`src/sv/ufst_pkg.sv`:
```
// shared types and constants of the union-find set table
`default_nettype none

package ufst_pkg;

    localparam int IDX_W    = 10;
    localparam int EXT_W    = 17;
    localparam int RANK_W   = 4;
    localparam int S_DATA_W = 24;
    localparam int M_DATA_W = 16;

    localparam logic [RANK_W-1:0] RANK_MAX = 4'd15;

    typedef struct packed {
        logic clear_step;
        logic accept;
        logic rd_start;
        logic up_step;
        logic cmp_step;
        logic sel_second;
        logic merge_link;
        logic merge_rank;
        logic out_load;
    } t_cmd;

    typedef struct packed {
        logic clr_last;
        logic at_root;
        logic node_is_start;
        logic cmp_last;
        logic is_unite;
        logic roots_equal;
        logic grow;
        logic out_full;
    } t_sts;

endpackage

`default_nettype wire

```
`src/sv/ufst_ctrl.sv`:
```
// sequencer of the union-find set table: clearing pass, root walks, compression, merge
`default_nettype none

module ufst_ctrl (
    input  wire           i_clk,
    input  wire           i_rst_n,
    input  wire           i_s_tvalid,
    output logic          o_s_tready,
    input  ufst_pkg::t_sts i_sts,
    output ufst_pkg::t_cmd o_cmd
);
    import ufst_pkg::*;

    typedef enum logic [10:0] {
        S_CLEAR      = 11'b000_0000_0001,
        S_IDLE       = 11'b000_0000_0010,
        S_UP_LOAD    = 11'b000_0000_0100,
        S_UP         = 11'b000_0000_1000,
        S_CMP_LOAD   = 11'b000_0001_0000,
        S_CMP        = 11'b000_0010_0000,
        S_SECOND     = 11'b000_0100_0000,
        S_RESOLVE    = 11'b000_1000_0000,
        S_MERGE_LINK = 11'b001_0000_0000,
        S_MERGE_RANK = 11'b010_0000_0000,
        S_DONE       = 11'b100_0000_0000
    } t_state;

    t_state r_state, n_state, find_next;
    logic   r_second, n_second;

    always_comb begin
        if (!i_sts.is_unite) begin
            find_next = S_DONE;
        end else if (!r_second) begin
            find_next = S_SECOND;
        end else begin
            find_next = S_RESOLVE;
        end
    end

    always_comb begin
        n_state    = r_state;
        n_second   = r_second;
        o_cmd      = '0;
        o_s_tready = 1'b0;
        unique case (r_state)
            S_CLEAR: begin
                o_cmd.clear_step = 1'b1;
                if (i_sts.clr_last) begin
                    n_state = S_IDLE;
                end
            end
            S_IDLE: begin
                o_s_tready = 1'b1;
                if (i_s_tvalid) begin
                    o_cmd.accept = 1'b1;
                    n_second     = 1'b0;
                    n_state      = S_UP_LOAD;
                end
            end
            S_UP_LOAD: begin
                o_cmd.rd_start = 1'b1;
                n_state        = S_UP;
            end
            S_UP: begin
                o_cmd.up_step = 1'b1;
                if (i_sts.at_root) begin
                    n_state = i_sts.node_is_start ? find_next : S_CMP_LOAD;
                end
            end
            S_CMP_LOAD: begin
                o_cmd.rd_start = 1'b1;
                n_state        = S_CMP;
            end
            S_CMP: begin
                o_cmd.cmp_step = 1'b1;
                if (i_sts.cmp_last) begin
                    n_state = find_next;
                end
            end
            S_SECOND: begin
                o_cmd.sel_second = 1'b1;
                n_second         = 1'b1;
                n_state          = S_UP_LOAD;
            end
            S_RESOLVE: begin
                n_state = i_sts.roots_equal ? S_DONE : S_MERGE_LINK;
            end
            S_MERGE_LINK: begin
                o_cmd.merge_link = 1'b1;
                n_state          = i_sts.grow ? S_MERGE_RANK : S_DONE;
            end
            S_MERGE_RANK: begin
                o_cmd.merge_rank = 1'b1;
                n_state          = S_DONE;
            end
            S_DONE: begin
                if (!i_sts.out_full) begin
                    o_cmd.out_load = 1'b1;
                    n_state        = S_IDLE;
                end
            end
            default: begin
                n_state = S_CLEAR;
            end
        endcase
    end

    always_ff @(posedge i_clk) begin
        if (!i_rst_n) begin
            r_state  <= S_CLEAR;
            r_second <= 1'b0;
        end else begin
            r_state  <= n_state;
            r_second <= n_second;
        end
    end

endmodule

`default_nettype wire

```
`config.mk`:
```
export PLATFORM = sky130hd
export DESIGN_NAME = ufst_ctrl
export DESIGN_NICKNAME = d
export VERILOG_FILES = /design/src/sv/ufst_pkg.sv /design/src/sv/ufst_ctrl.sv
export SDC_FILE = /design/constraint.sdc
export NUM_CORES = 1
export LEC_CHECK = 0
export ABC_AREA = 1
export BUFFER_PORTS_ARGS = -buffer_cell sky130_fd_sc_hd__buf_4
export CAP_MARGIN = 25
export CELL_PAD_IN_SITES_DETAIL_PLACEMENT = 0
export CELL_PAD_IN_SITES_GLOBAL_PLACEMENT = 1
export CORE_MARGIN = 3
export CORE_UTILIZATION = 35
export CTS_BUF_LIST = sky130_fd_sc_hd__clkbuf_4
export CTS_CLUSTER_SIZE = 40
export DETAILED_ROUTE_END_ITERATION = 16
export HOLD_SLACK_MARGIN = 0.08
export PLACE_DENSITY = 0.81
export REMOVE_ABC_BUFFERS = 1
export SYNTH_ARGS = -nofsm -noshare
export SYNTH_HDL_FRONTEND = slang
export SYNTH_SLANG_ARGS = --single-unit
```
`constraint.sdc`:
```
create_clock -name i_clk -period 1.38 [get_ports i_clk]
set_input_delay 0.138 -clock i_clk [delete_from_list [all_inputs] [get_ports i_clk]]
set_output_delay 0.138 -clock i_clk [all_outputs]
set_load 0.03 [all_outputs]
```
==> results by group, run 1 <==
Outcome
  – Run status: finished with violations
  – Violated checks: setup timing

Placed design
  – Placed wire-length estimate: 1780 µm
  – Gp weighted congestion: 0.785
  – Count of input and output buffers: 20
  – Instance area at placement: 1200 µm²
  – Worst Setup Slack post-DPL: -0.0664 ns

Logic synthesis
  – Total of flip-flops plus latches after synthesis: 12
  – Syn Std Cell Area: 922 µm²
  – Sequential element share of the synthesized area: 0.261
  – Mapped Cells: 132
  – Netlist cell types: 23
  – Mux contribution to synthesized area: 0
  – Xor/xnor cell area share of the yosys netlist: 0
  – Syn Area/Cell: 6.99 µm²
  – Number of enable-type register cells in the synthesized netlist: 0
  – Number of warnings issued by yosys: 0
  – Basic-gate share of the synthesized area counting and, or, nand and nor cells: 0.570
  – Main combinational cell family by area after synthesis: simple AND/OR/NAND/NOR gates
  – Post-Synth Adder-Cell Area: 0
  – Complex-gate fraction of the synthesized area: 0.0461
  – Fraction of registers with async set/reset: 0
  – Top_reg_cell synth: sky130_fd_sc_hd__dfxtp_1

Critical path
  – Dominant delay contributor by cell family on the critical path: simple AND/OR/NAND/NOR gates
  – Max stage delay on crit path: 0.37 ns
  – Critical Path Slowest Stage Cell: sky130_fd_sc_hd__dfxtp_4
  – Worst path arrival time: 1.41 ns
  – Sequence of cells on the critical path: nor2_4, nand2_4, nor2_4, nand2_2, nand2_2, buf_6, buf_6
  – Kind of critical path: register to primary output
  – Buffers plus inverters on the worst setup path: 2
  – Kind of start point of the critical path: register
  – Worst setup EP type: primary output
  – Maximum fanout count along the critical path: 4
  – Data required time of the worst path: 1.24 ns

GRT
  – Maximum number of pins on one net before global-route repair: 10
  – GRT overflow: 0
  – Number of global-route vias before repair: 997
  – Global-route wire length before repair: 4210 µm
  – Global-route usage over all layers: 0.164
  – Number of antenna violations at the first check in global routing: 0

Floorplanning
  – DIE WIDTH: 57.3 µm
  – Placement row count: 17
  – Initial core utilization: 0.391
  – Die area: 3290 µm²
  – Die Height: 57.3 µm
  – Core outline area: 2360 µm²
  – Top Ports: 21

Power
  – Reported net switching power: 0.000864 W
  – Fraction of power consumed by combinational cells: 0.633
  – Power per cell area: 1250 nW/µm²
  – Clk network pwr share: 0.121
  – Leakage power: 0.772 nW
  – Switching portion of total power: 0.454
  – Internal power: 0.00104 W
  – Max VDD drop: 1.15 mV
  – Power share of the sequential group: 0.246

Routing
  – ANT nets after route: 0
  – Post-DR wirelength/cell: 11.7 µm
  – Routed wire length: 2440 µm
  – Routed via count: 973
  – Length of the first detailed-routing pass in iterations: 4
  – DRT iter0 DRCs: 13
  – Number of remaining DRC errors: 0
  – Via-per-instance ratio: 4.68

STA
  – Fin Clk Skew: 0.00285 ns
  – Min Tclk post-route: 1.55 ns
  – Period utilisation layout: 1.12
  – Worst max-slew margin expressed relative to the limit: 0.746
  – Measured slew at the worst slew-check pin: 0.379 ns
  – Final worst setup slack: -0.169 ns
  – Fmax: 645 MHz
  – Final Setup Violations: 18
  – Setup repair after global routing missed its margin: yes
  – Max Transition Viols Final: 0
  – Final hold vios: 0

Final layout
  – Final net count: 192
  – Final instance area: 1530 µm²
  – Area growth from synthesis to layout: 65.5%
  – Number of diodes: 0
  – Commonest non-fill, non-tap cell in the layout: sky130_fd_sc_hd__buf_4
  – Commonest non-fill, non-tap cells in the layout: sky130_fd_sc_hd__buf_4, sky130_fd_sc_hd__inv_1, sky130_fd_sc_hd__nand2_1
  – Layout cell share with drive strength beyond 1: 0.650

Clocking
  – Root buffer cell: sky130_fd_sc_hd__clkbuf_4
  – CTS tree: done
  – Number of clock buffers inserted by TritonCTS: 3
  – Number of clock sinks: 12
  – Clk slew on worst S/H paths: 0.08 ns
  – H-Tree Depth: 1
  – Clk Latency, worst-skew pair: 0.28 ns
  – Maximum buffer depth of the clock tree: 2

Flow run
  – Number of max-cap violations: 0

Worst hold path
  – Hold Path Class: input pin to register
[worst min-delay path: cells and delay by family]
family,cells,cell delay (ns)
buffers and inverters,2,0.17
and+or+nand+nor,1,0.05
[through the flow]
stage	instances	utilization	TNS [ns]	hold slack [ns]	power, W
after global routing	208	0.647	-3.19	0.132	0.00204
after CTS	207	0.601	-2.15	0.115	0.00176
after global placement	192	0.507	-0.148	0.314	0.00138
after floorplan	131	-	-0.336	0.207	0.00111
final	208	0.647	-1.83	0.119	0.00190
after detailed placement	192	0.507	-0.182	0.321	0.00139
[cell type report]
cell class	count	area, µm²
fillers	196	835
multi-input cells	92	704
repair buffers	45	399
flip-flops and latches	12	255
inverters	27	106
well taps	28	35.0
clock buffers	3	22.5
clock inverters	1	3.75
[path summary, 6_finish.rpt]
| kind | start | to | slack (ns) | depth (start not counted) |
|---|---|---|---|---|
| max | r_state[0] | o_cmd[6] | -0.17 | 7 |
| min | i_sts[1] | r_state[9] | 0.12 | 3 |
| min reg2reg | r_second | r_second | 0.51 | 2 |
| max reg2reg | r_state[9] | r_state[0] | -0.11 | 12 |
[power groups by stage]
stage / Combinational (W) / Clock, W / Sequential, W
global placement: 0.000940 / 0 / 0.000436
finish: 0.00120 / 0.000229 / 0.000469
global route: 0.00130 / 0.000253 / 0.000480
floorplan: 0.000676 / 0 / 0.000435
detailed placement: 0.000946 / 0 / 0.000440
CTS: 0.00107 / 0.000235 / 0.000453
[synthesized netlist by cell type, types with 2 or more instances]
cell type,instances,share of area
sky130_fd_sc_hd__nand2_1,29,0.12
sky130_fd_sc_hd__inv_1,24,0.098
sky130_fd_sc_hd__nor2_1,17,0.069
sky130_fd_sc_hd__dfxtp_1,12,0.26
sky130_fd_sc_hd__nor3_1,7,0.038
sky130_fd_sc_hd__nand2_4,6,0.073
sky130_fd_sc_hd__nand3_2,6,0.065
sky130_fd_sc_hd__nand3_1,5,0.027
sky130_fd_sc_hd__nor3_2,4,0.043
sky130_fd_sc_hd__a21oi_1,3,0.016
sky130_fd_sc_hd__nor2_4,3,0.037
sky130_fd_sc_hd__inv_4,2,0.014
sky130_fd_sc_hd__nand2_2,2,0.014
sky130_fd_sc_hd__nor2_2,2,0.014
sky130_fd_sc_hd__nor2_8,2,0.043
[routing by layer]
metal | routed length (µm) | global-route usage
met1 | 995 | 0.188
met2 | 1240 | 0.290
met3 | 135 | 0.0294
met4 | 68 | 0.0795
met5 | 0 | 0
[cells by family (layout without fill, tap and decap cells)]
group           after synthesis  after routing
flops                        12             12
compound gates                7              7
simple gates                 85             85
buf+inv                      28             76
[sequential cells by signal, summed over array words and instances, names as in the netlist]
register,count
r_second,1
r_state,11
[what timing repair did]
action                     in CTS  in global routing
pin swaps                      12                  7
setup endpoints to repair      17                 19
buffers inserted                9                  1
resized for setup              40                 29
hold endpoints to repair        2                  0
hold buffers                    2                  0
No activity file was read; power rests on OpenSTA's default activity.
==> inputs of run 2 (changes only) <==
ABC_CLOCK_PERIOD_IN_PS = 1380   (was not set)
CELL_PAD_IN_SITES_DETAIL_PLACEMENT = not set   (was 0)
CELL_PAD_IN_SITES_GLOBAL_PLACEMENT = not set   (was 1)
CORE_UTILIZATION = 50   (was 35)
PLACE_DENSITY = 0.82   (was 0.81)
==> run 2 against run 1 <==
  * Register-to-register slack got worse by 0.08 ns
  * The flow still finishes with violations (setup timing)
  * Highest routed layer unchanged
  * Sequential share of layout area increased by 0.63 points
  * Largest power group unchanged
  * Combinational power increased by 7%
  * Count of clock-buffer cells in the layout unchanged
  * Critical endpoint unchanged
  * Critical path type unchanged
  * Largest cell class unchanged
  * Core utilization increased by 26 points
  * Cell area decreased by 4.1%
  * Power increased by 3.9%
==> results by group, run 2 (synthesis results as in run 1) <==
Outcome
  – Run status: finished with violations (unchanged)
  – Violated checks: setup timing (unchanged)

Final layout
  – Final core utilization: 0.908 (was 0.647)
  – Commonest non-fill, non-tap cell in the layout: sky130_fd_sc_hd__buf_4 (unchanged)
  – Max reg flops: 11 (unchanged)
  – Layout cell share with drive strength beyond 1: 0.606 (was 0.650)
  – Number of diodes: 0 (unchanged)
  – Area growth from synthesis to layout: 58.8% (was 65.5%)
  – Final net count: 188 (was 192)
  – FILL cells: 73 (was 196)
  – Register name with the most flops: r_state (unchanged)
  – Final instance area: 1460 µm² (was 1530 µm²)
  – Leading registers by flop count: r_state (11), r_second (1) (unchanged)
  – Cell Count, Final, Fillers Out: 199 (was 208)
  – Commonest non-fill, non-tap cells in the layout: sky130_fd_sc_hd__buf_4, sky130_fd_sc_hd__inv_1, sky130_fd_sc_hd__nand2_1 (unchanged)

Power
  – Power per cell area: 1350 nW/µm² (was 1250 nW/µm²)
  – Fraction of power consumed by combinational cells: 0.647 (was 0.633)
  – Max VDD drop: 1.18 mV (was 1.15 mV)
  – Reported net switching power: 0.000965 W (was 0.000864 W)
  – Overall power: 0.00198 W (was 0.00190 W)
  – Leakage power: 0.751 nW (was 0.772 nW)
  – Power share of the sequential group: 0.235 (was 0.246)
  – Internal power: 0.00101 W (was 0.00104 W)
  – Switching portion of total power: 0.488 (was 0.454)
  – Clk network pwr share: 0.118 (was 0.121)

Clocking
  – H-Tree Depth: 1 (unchanged)
  – Number of clock sinks: 12 (unchanged)
  – CTS tree: done (unchanged)
  – Clk Latency, worst-skew pair: 0.29 ns (was 0.28 ns)
  – Maximum buffer depth of the clock tree: 2 (unchanged)
  – Clk slew on worst S/H paths: 0.08 ns (about the same)
  – Number of clock buffers inserted by TritonCTS: 3 (unchanged)
  – Root buffer cell: sky130_fd_sc_hd__clkbuf_4 (unchanged)

Placed design
  – Count of input and output buffers: 20 (unchanged)
  – Placed wire-length estimate: 1850 µm (was 1780 µm)
  – Gp weighted congestion: 0.861 (was 0.785)
  – Instance area at placement: 1150 µm² (was 1200 µm²)
  – Number of placed instances, taps included: 182 (was 192)

STA
  – Max Transition Viols Final: 0 (unchanged)
  – Period utilisation layout: 1.18 (was 1.12)
  – Final hold vios: 0 (unchanged)
  – Final worst setup slack: -0.246 ns (was -0.169 ns)
  – Min Tclk post-route: 1.63 ns (was 1.55 ns)
  – Measured slew at the worst slew-check pin: 0.422 ns (was 0.379 ns)
  – Worst max-slew margin expressed relative to the limit: 0.717 (was 0.746)
  – Setup repair after global routing missed its margin: yes (unchanged)
  – Fmax: 615 MHz (was 645 MHz)
  – Fin Clk Skew: 0.000703 ns (was 0.00285 ns)
  – Final Setup Violations: 18 (unchanged)
  – Setup TNS: -2.77 ns (was -1.83 ns)

GRT
  – Number of global-route vias before repair: 1,089 (was 997)
  – Global-route wire length before repair: 5100 µm (was 4210 µm)
  – Global-route usage over all layers: 0.275 (was 0.164)
  – GRT overflow: 0 (unchanged)
  – Maximum number of pins on one net before global-route repair: 10 (unchanged)
  – Number of antenna violations at the first check in global routing: 0 (unchanged)

Worst hold path
  – Hold Path Class: input pin to register (unchanged)

Routing
  – Routed via count: 1,122 (was 973)
  – Number of remaining DRC errors: 0 (unchanged)
  – Routed wire length: 3650 µm (was 2440 µm)
  – Post-DR wirelength/cell: 18.4 µm (was 11.7 µm)
  – Highest layer used for signal routing: met4 (unchanged)
  – Length of the first detailed-routing pass in iterations: 4 (unchanged)
  – DRT iter0 DRCs: 46 (was 13)
  – Via-per-instance ratio: 5.64 (was 4.68)
  – Routed length on met2: 1800 µm (was 1240 µm)
  – Wire length on met3: 255 µm (was 135 µm)
  – ANT nets after route: 0 (unchanged)
  – Met1 Routed Length: 1360 µm (was 995 µm)

Critical path
  – Kind of critical path: register to primary output (unchanged)
  – Worst setup EP type: primary output (unchanged)
  – Sequence of cells on the critical path: inv_1, nand2_1, nor3_2, nand2_2, nand2_2, buf_6, buf_6 (was nor2_4, nand2_4, nor2_4, nand2_2, nand2_2, buf_6, buf_6)
  – Max stage delay on crit path: 0.34 ns (was 0.37 ns)
  – Critical Path Slowest Stage Cell: sky130_fd_sc_hd__dfxtp_2 (was sky130_fd_sc_hd__dfxtp_4)
  – Maximum fanout count along the critical path: 3 (was 4)
  – Kind of start point of the critical path: register (unchanged)
  – Dominant delay contributor by cell family on the critical path: simple AND/OR/NAND/NOR gates (unchanged)
  – Worst path arrival time: 1.49 ns (was 1.41 ns)
  – Data required time of the worst path: 1.24 ns (about the same)
  – Buffers plus inverters on the worst setup path: 3 (was 2)

Floorplanning
  – Initial core utilization: 0.572 (was 0.391)
  – Die area: 2400 µm² (was 3290 µm²)
  – Top Ports: 21 (unchanged)
  – Placement row count: 14 (was 17)
  – DIE WIDTH: 48.9 µm (was 57.3 µm)
  – Core outline area: 1610 µm² (was 2360 µm²)
  – Die Height: 48.9 µm (was 57.3 µm)

Flow run
  – Number of max-cap violations: 0 (unchanged)
run 2: changes by cell type in the layout (fill, tap and decap cells not counted), moves of 2 or more:
cell / before / now
sky130_fd_sc_hd__nand2_1: 16 / 18
sky130_fd_sc_hd__nor3_1: 3 / 5
sky130_fd_sc_hd__buf_4: 28 / 25
sky130_fd_sc_hd__nand2_2: 12 / 9
sky130_fd_sc_hd__nor3_2: 8 / 6
run 2: layout make-up:
type	count	area (µm²)	share of cell area
sequential	12	254	0.174
inverter	27	109	0.0744
clock buffer	3	22.5	0.0154
multi-input combinational	92	683	0.467
tap	24	30.0	0.0205
timing repair buffer	41	365	0.250
run 2: final timing paths:
check / cells after the start / endpoint / slack (ns) / start
hold / removal: 3 / r_state[9] / 0.13 / i_sts[1]
hold reg to reg: 2 / r_state[7] / 0.52 / r_second
setup reg to reg: 10 / r_state[10] / -0.19 / r_state[10]
setup / recovery: 7 / o_cmd[6] / -0.25 / r_state[7]
run 2: metrics by stage:
| step | worst slack [ns] | hold WS (ns) |
|---|---|---|
| finish | -0.246 | 0.127 |
| global route | -0.350 | 0.143 |
| CTS | -0.189 | 0.108 |
| detailed placement | -0.0815 | 0.315 |
| global placement | -0.0352 | 0.312 |
| floorplan | -0.108 | 0.207 |
run 2: tightest hold or removal path, stage by stage:
cell and delay [ns]:
sky130_fd_sc_hd__buf_4 0.11, sky130_fd_sc_hd__inv_1 0.08, sky130_fd_sc_hd__nor3_1 0.06
run 2: power by group through the flow:
| stage | logic, W | clock network, W | registers [W] |
|---|---|---|---|
| floorplan | 0.000676 | 0 | 0.000435 |
| finish | 0.00128 | 0.000233 | 0.000464 |
| detailed placement | 0.000907 | 0 | 0.000440 |
| global placement | 0.000877 | 0 | 0.000434 |
| global route | 0.00135 | 0.000248 | 0.000465 |
| CTS | 0.00114 | 0.000219 | 0.000452 |
run 2: what timing repair did:
| item | in CTS | in global routing |
|---|---|---|
| hold buffers | 2 | 0 |
| endpoints found under the hold margin | 2 | 0 |
| setup buffers | 8 | 4 |
| setup endpoints to repair | 17 | 19 |
| pin swaps | 12 | 7 |
| resized for setup | 41 | 21 |
run 2: per-layer routing:
layer  GRT usage  vias up
met5           0        -
met2       0.520       84
met1       0.289      511
li1            -      495
met4       0.133        0
met3      0.0489       32
